[src/rtl/aabb_pkg.sv]
// ----------------------------------------------------------------------------
// aabb_pkg
// Shared types, constants and box test helpers for the aabb pair collision
// query block.
// ----------------------------------------------------------------------------
package aabb_pkg;

  // table size and derived widths
  localparam int unsigned MaxEntities = 32;
  localparam int unsigned SlotW       = 5;
  localparam int unsigned IdxW        = (MaxEntities > 1) ? $clog2(MaxEntities) : 1;
  localparam int unsigned CntW        = IdxW + 1;
  localparam int unsigned WideW       = IdxW + SlotW;
  localparam int unsigned QueueDepth  = 2;
  localparam int unsigned CoordW      = 16;
  localparam int unsigned SigW        = 8;

  typedef logic [IdxW-1:0] idx_t;

  typedef enum logic {
    FuncWrite = 1'b0,
    FuncQuery = 1'b1
  } func_e;

  // one slot of the entity table
  typedef struct packed {
    logic                     is_player;
    logic [SigW-1:0]          signature;
    logic                     active;
    logic signed [CoordW-1:0] pos_x;
    logic signed [CoordW-1:0] pos_y;
    logic signed [CoordW-1:0] pos_z;
    logic [CoordW-1:0]        ext_x;
    logic [CoordW-1:0]        ext_y;
    logic [CoordW-1:0]        ext_z;
  } entry_t;

  // classified word passed from front to back
  typedef struct packed {
    logic             is_query;
    logic             in_range;
    logic [SlotW-1:0] slot;
    idx_t             idx;
    entry_t           entry;
  } cmd_t;

  function automatic idx_t slot_to_idx(logic [SlotW-1:0] s);
    logic [WideW-1:0] w;
    w = WideW'(s);
    return w[IdxW-1:0];
  endfunction

  function automatic logic [SlotW-1:0] idx_to_slot(idx_t i);
    logic [WideW-1:0] w;
    w = WideW'(i);
    return w[SlotW-1:0];
  endfunction

  function automatic logic slot_in_range(logic [SlotW-1:0] s);
    return WideW'(s) < WideW'(MaxEntities);
  endfunction

  function automatic logic eligible(entry_t e, logic [SigW-1:0] mask);
    return e.active && ((e.signature & mask) == mask);
  endfunction

  // inclusive interval test on one axis, bounds are 2*pos +/- extent
  function automatic logic axis_hit(logic signed [CoordW-1:0] p1, logic [CoordW-1:0] e1,
                                    logic signed [CoordW-1:0] p2, logic [CoordW-1:0] e2);
    logic signed [CoordW+1:0] lo1;
    logic signed [CoordW+1:0] hi1;
    logic signed [CoordW+1:0] lo2;
    logic signed [CoordW+1:0] hi2;
    lo1 = $signed({p1[CoordW-1], p1, 1'b0}) - $signed({2'b00, e1});
    hi1 = $signed({p1[CoordW-1], p1, 1'b0}) + $signed({2'b00, e1});
    lo2 = $signed({p2[CoordW-1], p2, 1'b0}) - $signed({2'b00, e2});
    hi2 = $signed({p2[CoordW-1], p2, 1'b0}) + $signed({2'b00, e2});
    return (lo1 <= hi2) && (hi1 >= lo2);
  endfunction

  function automatic logic box_overlap(entry_t a, entry_t b);
    return axis_hit(a.pos_x, a.ext_x, b.pos_x, b.ext_x) &&
           axis_hit(a.pos_y, a.ext_y, b.pos_y, b.ext_y) &&
           axis_hit(a.pos_z, a.ext_z, b.pos_z, b.ext_z);
  endfunction

endpackage

[src/rtl/aabb_ram.sv]
// ----------------------------------------------------------------------------
// aabb_ram
// Generic single write port, single read port RAM with registered read data.
// ----------------------------------------------------------------------------
module aabb_ram #(
  parameter int unsigned Width = 8,
  parameter int unsigned Depth = 32
) (
  input  logic                     clk_i,
  input  logic                     we_i,
  input  logic [$clog2(Depth)-1:0] waddr_i,
  input  logic [Width-1:0]         wdata_i,
  input  logic                     re_i,
  input  logic [$clog2(Depth)-1:0] raddr_i,
  output logic [Width-1:0]         rdata_o
);

  logic [Width-1:0] mem_q [Depth];
  logic [Width-1:0] rdata_q;

  // write port
  always_ff @(posedge clk_i) begin
    if (we_i) begin
      mem_q[waddr_i] <= wdata_i;
    end
  end

  // registered read port, holds when not enabled
  always_ff @(posedge clk_i) begin
    if (re_i) begin
      rdata_q <= mem_q[raddr_i];
    end
  end

  assign rdata_o = rdata_q;

endmodule

[src/rtl/aabb_front.sv]
// ----------------------------------------------------------------------------
// aabb_front
// Accepts input words, classifies them as slot writes or queries with a
// range check, and holds them in a short queue for the back end.
// ----------------------------------------------------------------------------
module aabb_front (
  input  logic                         clk_i,
  input  logic                         rst_ni,
  input  logic                         in_valid_i,
  output logic                         in_ready_o,
  input  logic                         func_i,
  input  logic [aabb_pkg::SlotW-1:0]   slot_i,
  input  aabb_pkg::entry_t             entry_i,
  output logic                         cmd_valid_o,
  output aabb_pkg::cmd_t               cmd_o,
  input  logic                         cmd_pop_i
);

  localparam int unsigned PtrW = (aabb_pkg::QueueDepth > 1) ?
                                 $clog2(aabb_pkg::QueueDepth) : 1;

  aabb_pkg::cmd_t queue_q [aabb_pkg::QueueDepth];
  logic [PtrW-1:0] wr_ptr_q, wr_ptr_d;
  logic [PtrW-1:0] rd_ptr_q, rd_ptr_d;
  logic [PtrW:0]   count_q, count_d;
  aabb_pkg::cmd_t  cmd_in;
  logic            push, pop;

  // classify the incoming word
  always_comb begin
    cmd_in          = '0;
    cmd_in.is_query = (aabb_pkg::func_e'(func_i) == aabb_pkg::FuncQuery);
    cmd_in.in_range = aabb_pkg::slot_in_range(slot_i);
    cmd_in.slot     = slot_i;
    cmd_in.idx      = aabb_pkg::slot_to_idx(slot_i);
    cmd_in.entry    = entry_i;
  end

  assign in_ready_o  = (count_q != (PtrW+1)'(aabb_pkg::QueueDepth));
  assign push        = in_valid_i && in_ready_o;
  assign cmd_valid_o = (count_q != '0);
  assign pop         = cmd_pop_i && cmd_valid_o;
  assign cmd_o       = queue_q[rd_ptr_q];

  // pointer and fill count
  always_comb begin
    wr_ptr_d = wr_ptr_q;
    rd_ptr_d = rd_ptr_q;
    count_d  = count_q;
    if (push) begin
      wr_ptr_d = (wr_ptr_q == PtrW'(aabb_pkg::QueueDepth - 1)) ? '0 : wr_ptr_q + 1'b1;
    end
    if (pop) begin
      rd_ptr_d = (rd_ptr_q == PtrW'(aabb_pkg::QueueDepth - 1)) ? '0 : rd_ptr_q + 1'b1;
    end
    if (push && !pop) begin
      count_d = count_q + 1'b1;
    end else if (pop && !push) begin
      count_d = count_q - 1'b1;
    end
  end

  always_ff @(posedge clk_i or negedge rst_ni) begin
    if (!rst_ni) begin
      wr_ptr_q <= '0;
      rd_ptr_q <= '0;
      count_q  <= '0;
    end else begin
      wr_ptr_q <= wr_ptr_d;
      rd_ptr_q <= rd_ptr_d;
      count_q  <= count_d;
    end
  end

  // queue storage
  always_ff @(posedge clk_i) begin
    if (push) begin
      queue_q[wr_ptr_q] <= cmd_in;
    end
  end

endmodule

[src/rtl/aabb_back.sv]
// ----------------------------------------------------------------------------
// aabb_back
// Executes queued words: stores slot writes in table RAM; a query walks the
// table one slot per cycle barring stalls, one word per hit or one empty word.
// ----------------------------------------------------------------------------
module aabb_back (
  input  logic                              clk_i,
  input  logic                              rst_ni,
  input  logic [aabb_pkg::SigW-1:0]         mask_i,
  input  logic                              cmd_valid_i,
  input  aabb_pkg::cmd_t                    cmd_i,
  output logic                              cmd_pop_o,
  output logic                              out_valid_o,
  input  logic                              out_ready_i,
  output logic [aabb_pkg::SlotW-1:0]        first_index_o,
  output logic [aabb_pkg::SlotW-1:0]        second_index_o,
  output logic                              hit_o,
  output logic                              last_o
);

  typedef enum logic [3:0] {
    StIdle = 4'b0001,
    StSelf = 4'b0010,
    StScan = 4'b0100,
    StFin  = 4'b1000
  } state_e;

  state_e                          state_q, state_d;
  logic [aabb_pkg::MaxEntities-1:0] valid_q;
  aabb_pkg::entry_t                self_q, self_d;
  aabb_pkg::idx_t                  self_idx_q, self_idx_d;
  logic [aabb_pkg::SlotW-1:0]      slot_q, slot_d;
  logic [aabb_pkg::CntW-1:0]       scan_q, scan_d;
  logic                            chk_v_q, chk_v_d;
  aabb_pkg::idx_t                  chk_idx_q, chk_idx_d;
  logic                            pend_v_q, pend_v_d;
  aabb_pkg::idx_t                  pend_idx_q, pend_idx_d;
  logic                            out_v_q;
  logic [aabb_pkg::SlotW-1:0]      out_first_q, out_second_q;
  logic                            out_hit_q, out_last_q;

  logic                            push;
  logic [aabb_pkg::SlotW-1:0]      push_second;
  logic                            push_hit, push_last;
  logic                            can_push, cand, stall, scan_done;
  logic                            ram_we, ram_re;
  aabb_pkg::idx_t                  ram_raddr;
  logic [$bits(aabb_pkg::entry_t)-1:0] ram_rdata;
  aabb_pkg::entry_t                rd_entry;

  // table memory, one entry per slot
  aabb_ram #(
    .Width($bits(aabb_pkg::entry_t)),
    .Depth(aabb_pkg::MaxEntities)
  ) u_ram (
    .clk_i  (clk_i),
    .we_i   (ram_we),
    .waddr_i(cmd_i.idx),
    .wdata_i(cmd_i.entry),
    .re_i   (ram_re),
    .raddr_i(ram_raddr),
    .rdata_o(ram_rdata)
  );

  assign rd_entry  = aabb_pkg::entry_t'(ram_rdata);
  assign can_push  = !out_v_q || out_ready_i;
  assign scan_done = (scan_q == aabb_pkg::CntW'(aabb_pkg::MaxEntities));

  // partner test on the slot held in the registered read data
  assign cand = chk_v_q && valid_q[chk_idx_q] && aabb_pkg::eligible(rd_entry, mask_i) &&
                (chk_idx_q != self_idx_q) && aabb_pkg::box_overlap(self_q, rd_entry) &&
                (self_q.is_player || rd_entry.is_player);
  assign stall = cand && pend_v_q && !can_push;

  // sequencer
  always_comb begin
    state_d     = state_q;
    self_d      = self_q;
    self_idx_d  = self_idx_q;
    slot_d      = slot_q;
    scan_d      = scan_q;
    chk_v_d     = chk_v_q;
    chk_idx_d   = chk_idx_q;
    pend_v_d    = pend_v_q;
    pend_idx_d  = pend_idx_q;
    push        = 1'b0;
    push_second = '0;
    push_hit    = 1'b0;
    push_last   = 1'b0;
    cmd_pop_o   = 1'b0;
    ram_we      = 1'b0;
    ram_re      = 1'b0;
    ram_raddr   = cmd_i.idx;
    case (state_q)
      StIdle: begin
        if (cmd_valid_i) begin
          slot_d     = cmd_i.slot;
          self_idx_d = cmd_i.idx;
          pend_v_d   = 1'b0;
          if (!cmd_i.is_query) begin
            cmd_pop_o = 1'b1;
            ram_we    = cmd_i.in_range;
          end else if (cmd_i.in_range) begin
            ram_re  = 1'b1;
            state_d = StSelf;
          end else begin
            state_d = StFin;
          end
        end
      end
      StSelf: begin
        self_d  = rd_entry;
        chk_v_d = 1'b0;
        scan_d  = '0;
        if (valid_q[self_idx_q] && aabb_pkg::eligible(rd_entry, mask_i)) begin
          state_d = StScan;
        end else begin
          state_d = StFin;
        end
      end
      StScan: begin
        if (!stall) begin
          // hold the newest hit back so the final one can carry last
          if (cand) begin
            if (pend_v_q) begin
              push        = 1'b1;
              push_second = aabb_pkg::idx_to_slot(pend_idx_q);
              push_hit    = 1'b1;
            end
            pend_v_d   = 1'b1;
            pend_idx_d = chk_idx_q;
          end
          if (!scan_done) begin
            ram_re    = 1'b1;
            ram_raddr = scan_q[aabb_pkg::IdxW-1:0];
            chk_v_d   = 1'b1;
            chk_idx_d = scan_q[aabb_pkg::IdxW-1:0];
            scan_d    = scan_q + 1'b1;
          end else begin
            chk_v_d = 1'b0;
            if (!chk_v_q) begin
              state_d = StFin;
            end
          end
        end
      end
      StFin: begin
        if (can_push) begin
          push        = 1'b1;
          push_second = pend_v_q ? aabb_pkg::idx_to_slot(pend_idx_q) : '0;
          push_hit    = pend_v_q;
          push_last   = 1'b1;
          cmd_pop_o   = 1'b1;
          state_d     = StIdle;
        end
      end
      default: begin
        state_d = StIdle;
      end
    endcase
  end

  // control registers
  always_ff @(posedge clk_i or negedge rst_ni) begin
    if (!rst_ni) begin
      state_q  <= StIdle;
      valid_q  <= '0;
      chk_v_q  <= 1'b0;
      pend_v_q <= 1'b0;
      out_v_q  <= 1'b0;
    end else begin
      state_q  <= state_d;
      chk_v_q  <= chk_v_d;
      pend_v_q <= pend_v_d;
      if (ram_we) begin
        valid_q[cmd_i.idx] <= 1'b1;
      end
      if (push) begin
        out_v_q <= 1'b1;
      end else if (out_ready_i) begin
        out_v_q <= 1'b0;
      end
    end
  end

  // datapath registers
  always_ff @(posedge clk_i) begin
    self_q     <= self_d;
    self_idx_q <= self_idx_d;
    slot_q     <= slot_d;
    scan_q     <= scan_d;
    chk_idx_q  <= chk_idx_d;
    pend_idx_q <= pend_idx_d;
    if (push) begin
      out_first_q  <= slot_q;
      out_second_q <= push_second;
      out_hit_q    <= push_hit;
      out_last_q   <= push_last;
    end
  end

  assign out_valid_o    = out_v_q;
  assign first_index_o  = out_first_q;
  assign second_index_o = out_second_q;
  assign hit_o          = out_hit_q;
  assign last_o         = out_last_q;

endmodule

[src/rtl/aabb_pair_collision_query.sv]
// ----------------------------------------------------------------------------
// aabb_pair_collision_query
// Entity table with axis-aligned box overlap queries against all other slots.
// ----------------------------------------------------------------------------
// Usage:
//   Input channel (in_valid_i/in_ready_o) carries one word per item. func_i
//   low writes slot_i with flags, centre and extent; func_i high queries
//   slot_i against every other eligible slot in ascending order.
//   Output channel (out_valid_o/out_ready_i) returns one word per reported
//   hit, or a single empty word (hit_o low) when nothing is reported; last_o
//   marks the final word of each query.
//   A two-entry queue sits between input and the executing back end, so new
//   words are taken while a query is still running or its results wait.
//   Timing: a write passes through the queue and is then written into the
//   table RAM. A query runs through queue hand-off, self read, a read of
//   every slot one per cycle, test of the last slot, finish and final word;
//   queries run one at a time, and finishing waits while the receiver
//   stalls. The walk pauses only when a hit must be handed over and the
//   output register is still full.
//   Reset clears all slot valid bits (every slot inactive) and required_mask;
//   no clearing pass runs. cfg_we_i writes required_mask; the user must do so
//   only while idle, as the block itself does not enforce this.
// ----------------------------------------------------------------------------
module aabb_pair_collision_query (
  input  logic                clk_i,
  input  logic                rst_ni,
  input  logic                cfg_we_i,
  input  logic [7:0]          cfg_wdata_i,
  input  logic                in_valid_i,
  output logic                in_ready_o,
  input  logic                func_i,
  input  logic [4:0]          slot_i,
  input  logic                active_i,
  input  logic [7:0]          signature_i,
  input  logic                is_player_i,
  input  logic signed [15:0]  pos_x_i,
  input  logic signed [15:0]  pos_y_i,
  input  logic signed [15:0]  pos_z_i,
  input  logic [15:0]         ext_x_i,
  input  logic [15:0]         ext_y_i,
  input  logic [15:0]         ext_z_i,
  output logic                out_valid_o,
  input  logic                out_ready_i,
  output logic [4:0]          first_index_o,
  output logic [4:0]          second_index_o,
  output logic                hit_o,
  output logic                last_o
);

  logic [aabb_pkg::SigW-1:0] mask_q;
  aabb_pkg::entry_t          entry_in;
  logic                      cmd_valid;
  aabb_pkg::cmd_t            cmd;
  logic                      cmd_pop;

  // required mask register
  always_ff @(posedge clk_i or negedge rst_ni) begin
    if (!rst_ni) begin
      mask_q <= '0;
    end else if (cfg_we_i) begin
      mask_q <= cfg_wdata_i;
    end
  end

  // pack the slot payload
  always_comb begin
    entry_in.is_player = is_player_i;
    entry_in.signature = signature_i;
    entry_in.active    = active_i;
    entry_in.pos_x     = pos_x_i;
    entry_in.pos_y     = pos_y_i;
    entry_in.pos_z     = pos_z_i;
    entry_in.ext_x     = ext_x_i;
    entry_in.ext_y     = ext_y_i;
    entry_in.ext_z     = ext_z_i;
  end

  aabb_front u_front (
    .clk_i      (clk_i),
    .rst_ni     (rst_ni),
    .in_valid_i (in_valid_i),
    .in_ready_o (in_ready_o),
    .func_i     (func_i),
    .slot_i     (slot_i),
    .entry_i    (entry_in),
    .cmd_valid_o(cmd_valid),
    .cmd_o      (cmd),
    .cmd_pop_i  (cmd_pop)
  );

  aabb_back u_back (
    .clk_i         (clk_i),
    .rst_ni        (rst_ni),
    .mask_i        (mask_q),
    .cmd_valid_i   (cmd_valid),
    .cmd_i         (cmd),
    .cmd_pop_o     (cmd_pop),
    .out_valid_o   (out_valid_o),
    .out_ready_i   (out_ready_i),
    .first_index_o (first_index_o),
    .second_index_o(second_index_o),
    .hit_o         (hit_o),
    .last_o        (last_o)
  );

`ifndef ASSERT_OFF
  // an empty answer is always the final word and names partner zero
  assert property (@(posedge clk_i) disable iff (!rst_ni)
    out_valid_o && !hit_o |-> last_o && (second_index_o == '0))
    else $error("empty answer without last or with nonzero partner");

  // a slot never reports a hit against itself
  assert property (@(posedge clk_i) disable iff (!rst_ni)
    out_valid_o && hit_o |-> first_index_o != second_index_o)
    else $error("hit reported against the queried slot itself");

  // a non-final hit means the query is still held at the queue head
  assert property (@(posedge clk_i) disable iff (!rst_ni)
    out_valid_o && hit_o && !last_o |-> cmd_valid && cmd.is_query)
    else $error("non-final hit without a pending query");

  // the back end never pops an empty queue
  assert property (@(posedge clk_i) disable iff (!rst_ni)
    cmd_pop |-> cmd_valid)
    else $error("queue popped while empty");
`endif

endmodule
[config.mk]
export PLATFORM = sky130hd
export DESIGN_NAME = aabb_pair_collision_query
export DESIGN_NICKNAME = d
export VERILOG_FILES = /design/src/rtl/aabb_pkg.sv /design/src/rtl/aabb_ram.sv /design/src/rtl/aabb_front.sv /design/src/rtl/aabb_back.sv /design/src/rtl/aabb_pair_collision_query.sv
export SDC_FILE = /design/constraint.sdc
export NUM_CORES = 2
export LEC_CHECK = 0
export ABC_AREA = 1
export BUFFER_PORTS_ARGS = -buffer_cell sky130_fd_sc_hd__buf_2
export CELL_PAD_IN_SITES_DETAIL_PLACEMENT = 2
export CELL_PAD_IN_SITES_GLOBAL_PLACEMENT = 2
export CORE_MARGIN = 2
export CORE_UTILIZATION = 40
export DETAILED_ROUTE_END_ITERATION = 10
export GPL_TIMING_DRIVEN = 0
export PLACE_DENSITY = 0.85
export SYNTH_ARGS = -nofsm -noshare
export SYNTH_HDL_FRONTEND = slang
export SYNTH_SLANG_ARGS = --single-unit
[constraint.sdc]
create_clock -name clk_i -period 8.6 [get_ports clk_i]
set_input_delay 0.86 -clock clk_i [delete_from_list [all_inputs] [get_ports clk_i]]
set_output_delay 0.86 -clock clk_i [all_outputs]
set_load 0.01 [all_outputs]
==> impl_metrics.env, run 1 <==
export IMPL_avgSynthCellArea_um2=11.8
export IMPL_synth_cell_area_um2=164000
export IMPL_synth_xor_area_share_pct=0.922
export IMPL_grt_usage_pct=72.7
export IMPL_ys_warn_count=0
export IMPL_synth_async_reset_ratio_pct=1.31
export IMPL_gp_congestion=0.855
export IMPL_syn_nets=14400
export IMPL_ios=139
export IMPL_first_error="[ERROR GRT-0232] Routing congestion too high. Check the congestion heatmap in the GUI."
export IMPL_synth_edff_count=3852
export IMPL_synth_compound_area_share_pct=1.59
export IMPL_muxShareOfSynthArea_pct=0.00685
export IMPL_synth_top_flop_cell="edfxtp_1"
export IMPL_antenna_found_initial=190
export IMPL_synth_simple_area_share_pct=20.5
export IMPL_status="stopped before the end"
export IMPL_preCtsSetupSlack_ns=-1.58
export IMPL_die_h_um=645
export IMPL_grt_max_degree=66
export IMPL_synth_top_family_by_area="simple AND/OR/NAND/NOR gates"
export IMPL_synthAdderAreaFrac_pct=2.34
export IMPL_lastStage="global routing (5_1_grt)"
export IMPL_yosysSeqAreaShare_pct=71.1
export IMPL_grt_overflow=148
export IMPL_port_buffers=138
export IMPL_worst_endpoint="u_back.u_ram.rdata_o[98]$_DFFE_PP_/D"
export IMPL_synth_seq_cells=3903
export IMPL_rows=235
export IMPL_initial_core_util_pct=40.1
export IMPL_clkSinkCount=3903
export IMPL_cts_buffers=422
export IMPL_place_inst=19700
export IMPL_clk_path_buf_depth=4
export IMPL_worst_endpoint_pin_kind="sequential cell input"
export IMPL_dp_hpwl_um=510000
export IMPL_cts_root_buf="clkbuf_16"
export IMPL_cts_max_level=5
export IMPL_ys_types=51
export IMPL_chipWidth_um=645
export IMPL_syn_instance_count=13900
## synth_stat cells (all sizes together) (9+ instances only)
cell type | instances | area share (%)
a21o | 12 | 0.055
a21oi | 215 | 0.65
a31oi | 10 | 0.038
buf | 570 | 1.7
clkbuf | 262 | 0.60
dfrtp | 50 | 0.76
edfxtp | 3852 | 70
fa | 12 | 0.15
ha | 288 | 2.2
inv | 527 | 1.2
nand2 | 3884 | 8.9
nand3 | 3608 | 11
nand4 | 10 | 0.038
nor2 | 171 | 0.40
nor3 | 26 | 0.082
o21ai | 146 | 0.45
o21bai | 38 | 0.17
o31ai | 9 | 0.041
or2 | 13 | 0.049
xnor2 | 19 | 0.10
xor2 | 154 | 0.82
## through the flow
| stage | TNS, ns | utilization (%) | area [µm²] |
|---|---|---|---|
| after floorplan | 0 | - | 164000 |
| after global placement | - | 42.0 | 172000 |
| after detailed placement | -118.47 | 42.9 | 176000 |
| after CTS | -0.603 | 46.6 | 191000 |
## repair_timing
| item | CTS |
|---|---|
| setup endpoints to repair | 106 |
| cloned | 0 |
| endpoints found under the hold margin | 161 |
| hold buffers | 79 |
| buffers inserted | 3 |
| resized for setup | 359 |
## routing by layer
layer | track usage, % | GRT overflow
met1 | 69.3 | 10
met2 | 83.1 | 44
met4 | 71.4 | 65
met3 | 66.7 | 26
met5 | 59.1 | 3
## cell families after synthesis
family / count (synthesis)
and+or+nand+nor: 7724
buffers and inverters: 1360
AOI/OAI and AO/OA: 468
adders and majority gates: 300
muxes: 1
DFF: 3903
xor gates and xnor gates: 173
==> run 2: changes to the inputs <==
- CELL_PAD_IN_SITES_DETAIL_PLACEMENT: 2 -> unset
- CELL_PAD_IN_SITES_GLOBAL_PLACEMENT: 2 -> unset
- CORE_UTILIZATION: 40 -> 35
- PLACE_DENSITY: 0.85 -> unset
- PLACE_DENSITY_LB_ADDON: unset -> 0.15
- clock period: 8.6 -> 11.2 ns (I/O delays scaled with it)
==> impl_metrics.env, run 2 <==
export IMPL_netSwitchingFraction_pct=44.2
export IMPL_final_area_um2=190000
export IMPL_post_cts_buffers=0
export IMPL_synth_edff_count=3852
export IMPL_criticalPathCategory="reg -> reg"
export IMPL_avgSynthCellArea_um2=11.8
export IMPL_fin_skew_ns=0.0553
export IMPL_via_per_inst=5.26
export IMPL_largest_register_ffs=3392
export IMPL_chipWidth_um=689
export IMPL_final_cell_mix="nand2_1 (3874), edfxtp_1 (3852), nand3_1 (3606)"
export IMPL_pwr_share_seq_pct=33.9
export IMPL_finalHoldViolCount=0
export IMPL_cpMostUsedCell="nand2_1"
export IMPL_status="complete, but fails checks"
export IMPL_grt_pass1_wl_um=808000
export IMPL_slew_violations=35
export IMPL_syn_nets=14400
export IMPL_drt_wl_total_um=582000
export IMPL_area_growth_pct=15.6
export IMPL_num_vias=112000
export IMPL_cts_tree="yes"
export IMPL_antenna_found_initial=101
export IMPL_regMostFlops="u_back.u_ram.mem_q"
export IMPL_clkSinkCount=3903
export IMPL_port_buffers=138
export IMPL_worstPathRequired_ns=11.87
export IMPL_setup_viol=0
export IMPL_ys_types=51
export IMPL_ys_top_cells_by_area="edfxtp_1 (70%), nand3_1 (11%), nand2_1 (8.9%), ha_1 (2.2%), buf_2 (1.5%)"
export IMPL_synth_top_cell_by_area="edfxtp_1"
export IMPL_dp_hpwl_um=412000
export IMPL_cp_slowest_cell="buf_2"
export IMPL_p_leak_nw=69.5
export IMPL_netlist_top_cells_count="nand2_1 (3883), edfxtp_1 (3852), nand3_1 (3606), inv_1 (520), buf_2 (500)"
export IMPL_initial_core_util_pct=35.2
export IMPL_synth_top_area_share_pct=70.4
export IMPL_period_share_pct=90.3
export IMPL_nNetsFinal=15100
export IMPL_ios=139
export IMPL_power_frac_clock_pct=22.7
export IMPL_syn_instance_count=13900
export IMPL_cts_root_buf="clkbuf_16"
export IMPL_preCtsSetupSlack_ns=1.13
export IMPL_first_iter_violations=12600
export IMPL_synth_top_flop_cell="edfxtp_1"
export IMPL_mostFrequentLayoutCell="nand2_1"
export IMPL_drc=0
export IMPL_antenna_left=0
export IMPL_start_kind="register"
export IMPL_first_global_vias=105000
export IMPL_violations="max-capacitance violations, max-slew violations"
export IMPL_core_area_um2=468000
export IMPL_drtPass1Iterations=6
export IMPL_synth_async_reset_ratio_pct=1.31
export IMPL_finalCriticalPeriod_ns=10.11
export IMPL_worstHoldPathType="in -> async"
export IMPL_synth_seq_cells=3903
export IMPL_fin_tns_setup_ns=0
export IMPL_worst_ir_drop_vdd_uv=300
export IMPL_layout_drive_gt1_share_pct=9.74
export IMPL_cts_max_level=5
export IMPL_wire_per_inst_um=27.3
export IMPL_gp_congestion=0.828
export IMPL_cp_max_fo=11
export IMPL_max_freq_mhz=98.9
export IMPL_postCtsHoldBufs=0
export IMPL_yosysMostFrequentCell="nand2_1"
export IMPL_cap_violations=1
export IMPL_rows=251
export IMPL_cts_buffers=423
export IMPL_switchingPower_mw=25.9
export IMPL_rsz0062_at_grt="false"
export IMPL_clk_path_buf_depth=4
export IMPL_grt_max_degree=52
export IMPL_cts_resized=0
export IMPL_die_h_um=689
export IMPL_yosysSeqAreaShare_pct=71.1
export IMPL_slowest_delay_ns=0.99
export IMPL_clkTransAtPathRegs_ns=0.06
export IMPL_synth_cell_area_um2=164000
export IMPL_power_frac_comb_pct=43.3
export IMPL_die_area_um2=475000
export IMPL_fin_util_pct=40.7
export IMPL_setup_ws_ns=1.09
export IMPL_power_density_nw_per_um2=309
export IMPL_dpl_cell_area_um2=177000
export IMPL_slew_headroom_pct=-5.67
export IMPL_clkLatencyLatePin_ns=1.01
export IMPL_grt_overflow=0
export IMPL_p_int_mw=32.8
export IMPL_cp_data_arrival_time_ns=10.78
export IMPL_cp_end_kind="register"
export IMPL_ys_warn_count=0
export IMPL_grt_usage_pct=24.0
export IMPL_worstMarginPinSlew_ns=1.59
## run 2: cell counts after synthesis
Identical to the previous run, type by type.
## run 2: power by group through the flow
stage	Combinational, mW	Clock (mW)	Sequential, mW
floorplan	13.3	0	20.1
global placement	24.9	0	20.7
detailed placement	25.4	0	20.2
CTS	25.5	13.5	19.9
global route	27.5	14.1	20.0
finish	25.5	13.4	19.9
## run 2: layout make-up
class                           instances  area [µm²]
Antenna cell                          161         403
Buffer                                832        3850
Clock buffer                          548       11200
Clock inverter                        203        1620
Fill cell                           44400      278000
Inverter                              528        1990
Multi-Input combinational cell       8666       41900
Sequential cell                      3903      117000
Tap cell                             6198        7750
Timing Repair Buffer                  316        4340
## run 2: layer usage
metal	up-vias	share of wire, %	routed length, µm	global-route usage, %
met2	4542	47	271000	37.9
met5	-	0.022	129	0
met4	18	3.2	18500	8.93
met1	55800	43	248000	33.2
met3	800	7.7	44800	3.93
li1	51100	-	-	-
## run 2: kinds of logic (layout without fill, tap and decap cells)
family | count (synthesis) | after routing | share of synthesized area [%]
AOI/OAI and AO/OA | 468 | 468 | 1.59
muxes | 1 | 1 | 0.00685
other | 0 | 161 | 0
xor gates and xnor gates | 173 | 173 | 0.922
DFF | 3903 | 3903 | 71.1
adders and majority gates | 300 | 300 | 2.34
and+or+nand+nor | 7724 | 7724 | 20.5
buffers and inverters | 1360 | 2427 | 3.54
## run 2: final timing paths
path | from | endpoint | slack [ns] | depth (start not counted)
setup / recovery | u_back.u_ram.rdata_o[1]$_DFFE_PP_ | u_back.u_ram.rdata_o[82]$_DFFE_PP_ | 1.09 | 40
hold / removal | rst_ni | mask_q[5]$_DFFE_PN0P_ | 0.19 | 1
setup reg to reg | u_back.u_ram.rdata_o[1]$_DFFE_PP_ | u_back.u_ram.rdata_o[82]$_DFFE_PP_ | 1.09 | 40
hold reg to reg | u_back.chk_idx_q[4]$_DFFE_PP_ | u_back.pend_idx_q[4]$_DFFE_PP_ | 0.48 | 0
max in group asynchronous | rst_ni | u_back.state_q[1]$_DFFE_PN0P_ | 10.40 | 1
min in group clk_i | ext_y_i[3] | u_front.queue_q[0][19]$_DFFE_PP_ | 0.31 | 1
## run 2: through the flow
stage / hold slack [ns] / power [mW] / std cells
finish: 0.193 / 58.8 / 21400
global route: 0.245 / 61.6 / 21200
CTS: 0.161 / 59.0 / 21200
detailed placement: 0.462 / 45.6 / 20400
global placement: 0.456 / 45.5 / 20300
floorplan: 0.421 / 33.4 / 13900
## run 2: worst max-delay path: cells and delay by family (launching register included)
family / cells / cell delay, ns
compound gates: 7 / 1.41
flops: 1 / 0.88
simple gates: 25 / 4.28
xor+xnor: 1 / 0.25
fa+ha+maj: 2 / 0.69
buf+inv: 5 / 2.06
Power figures use the tool's default switching activity.
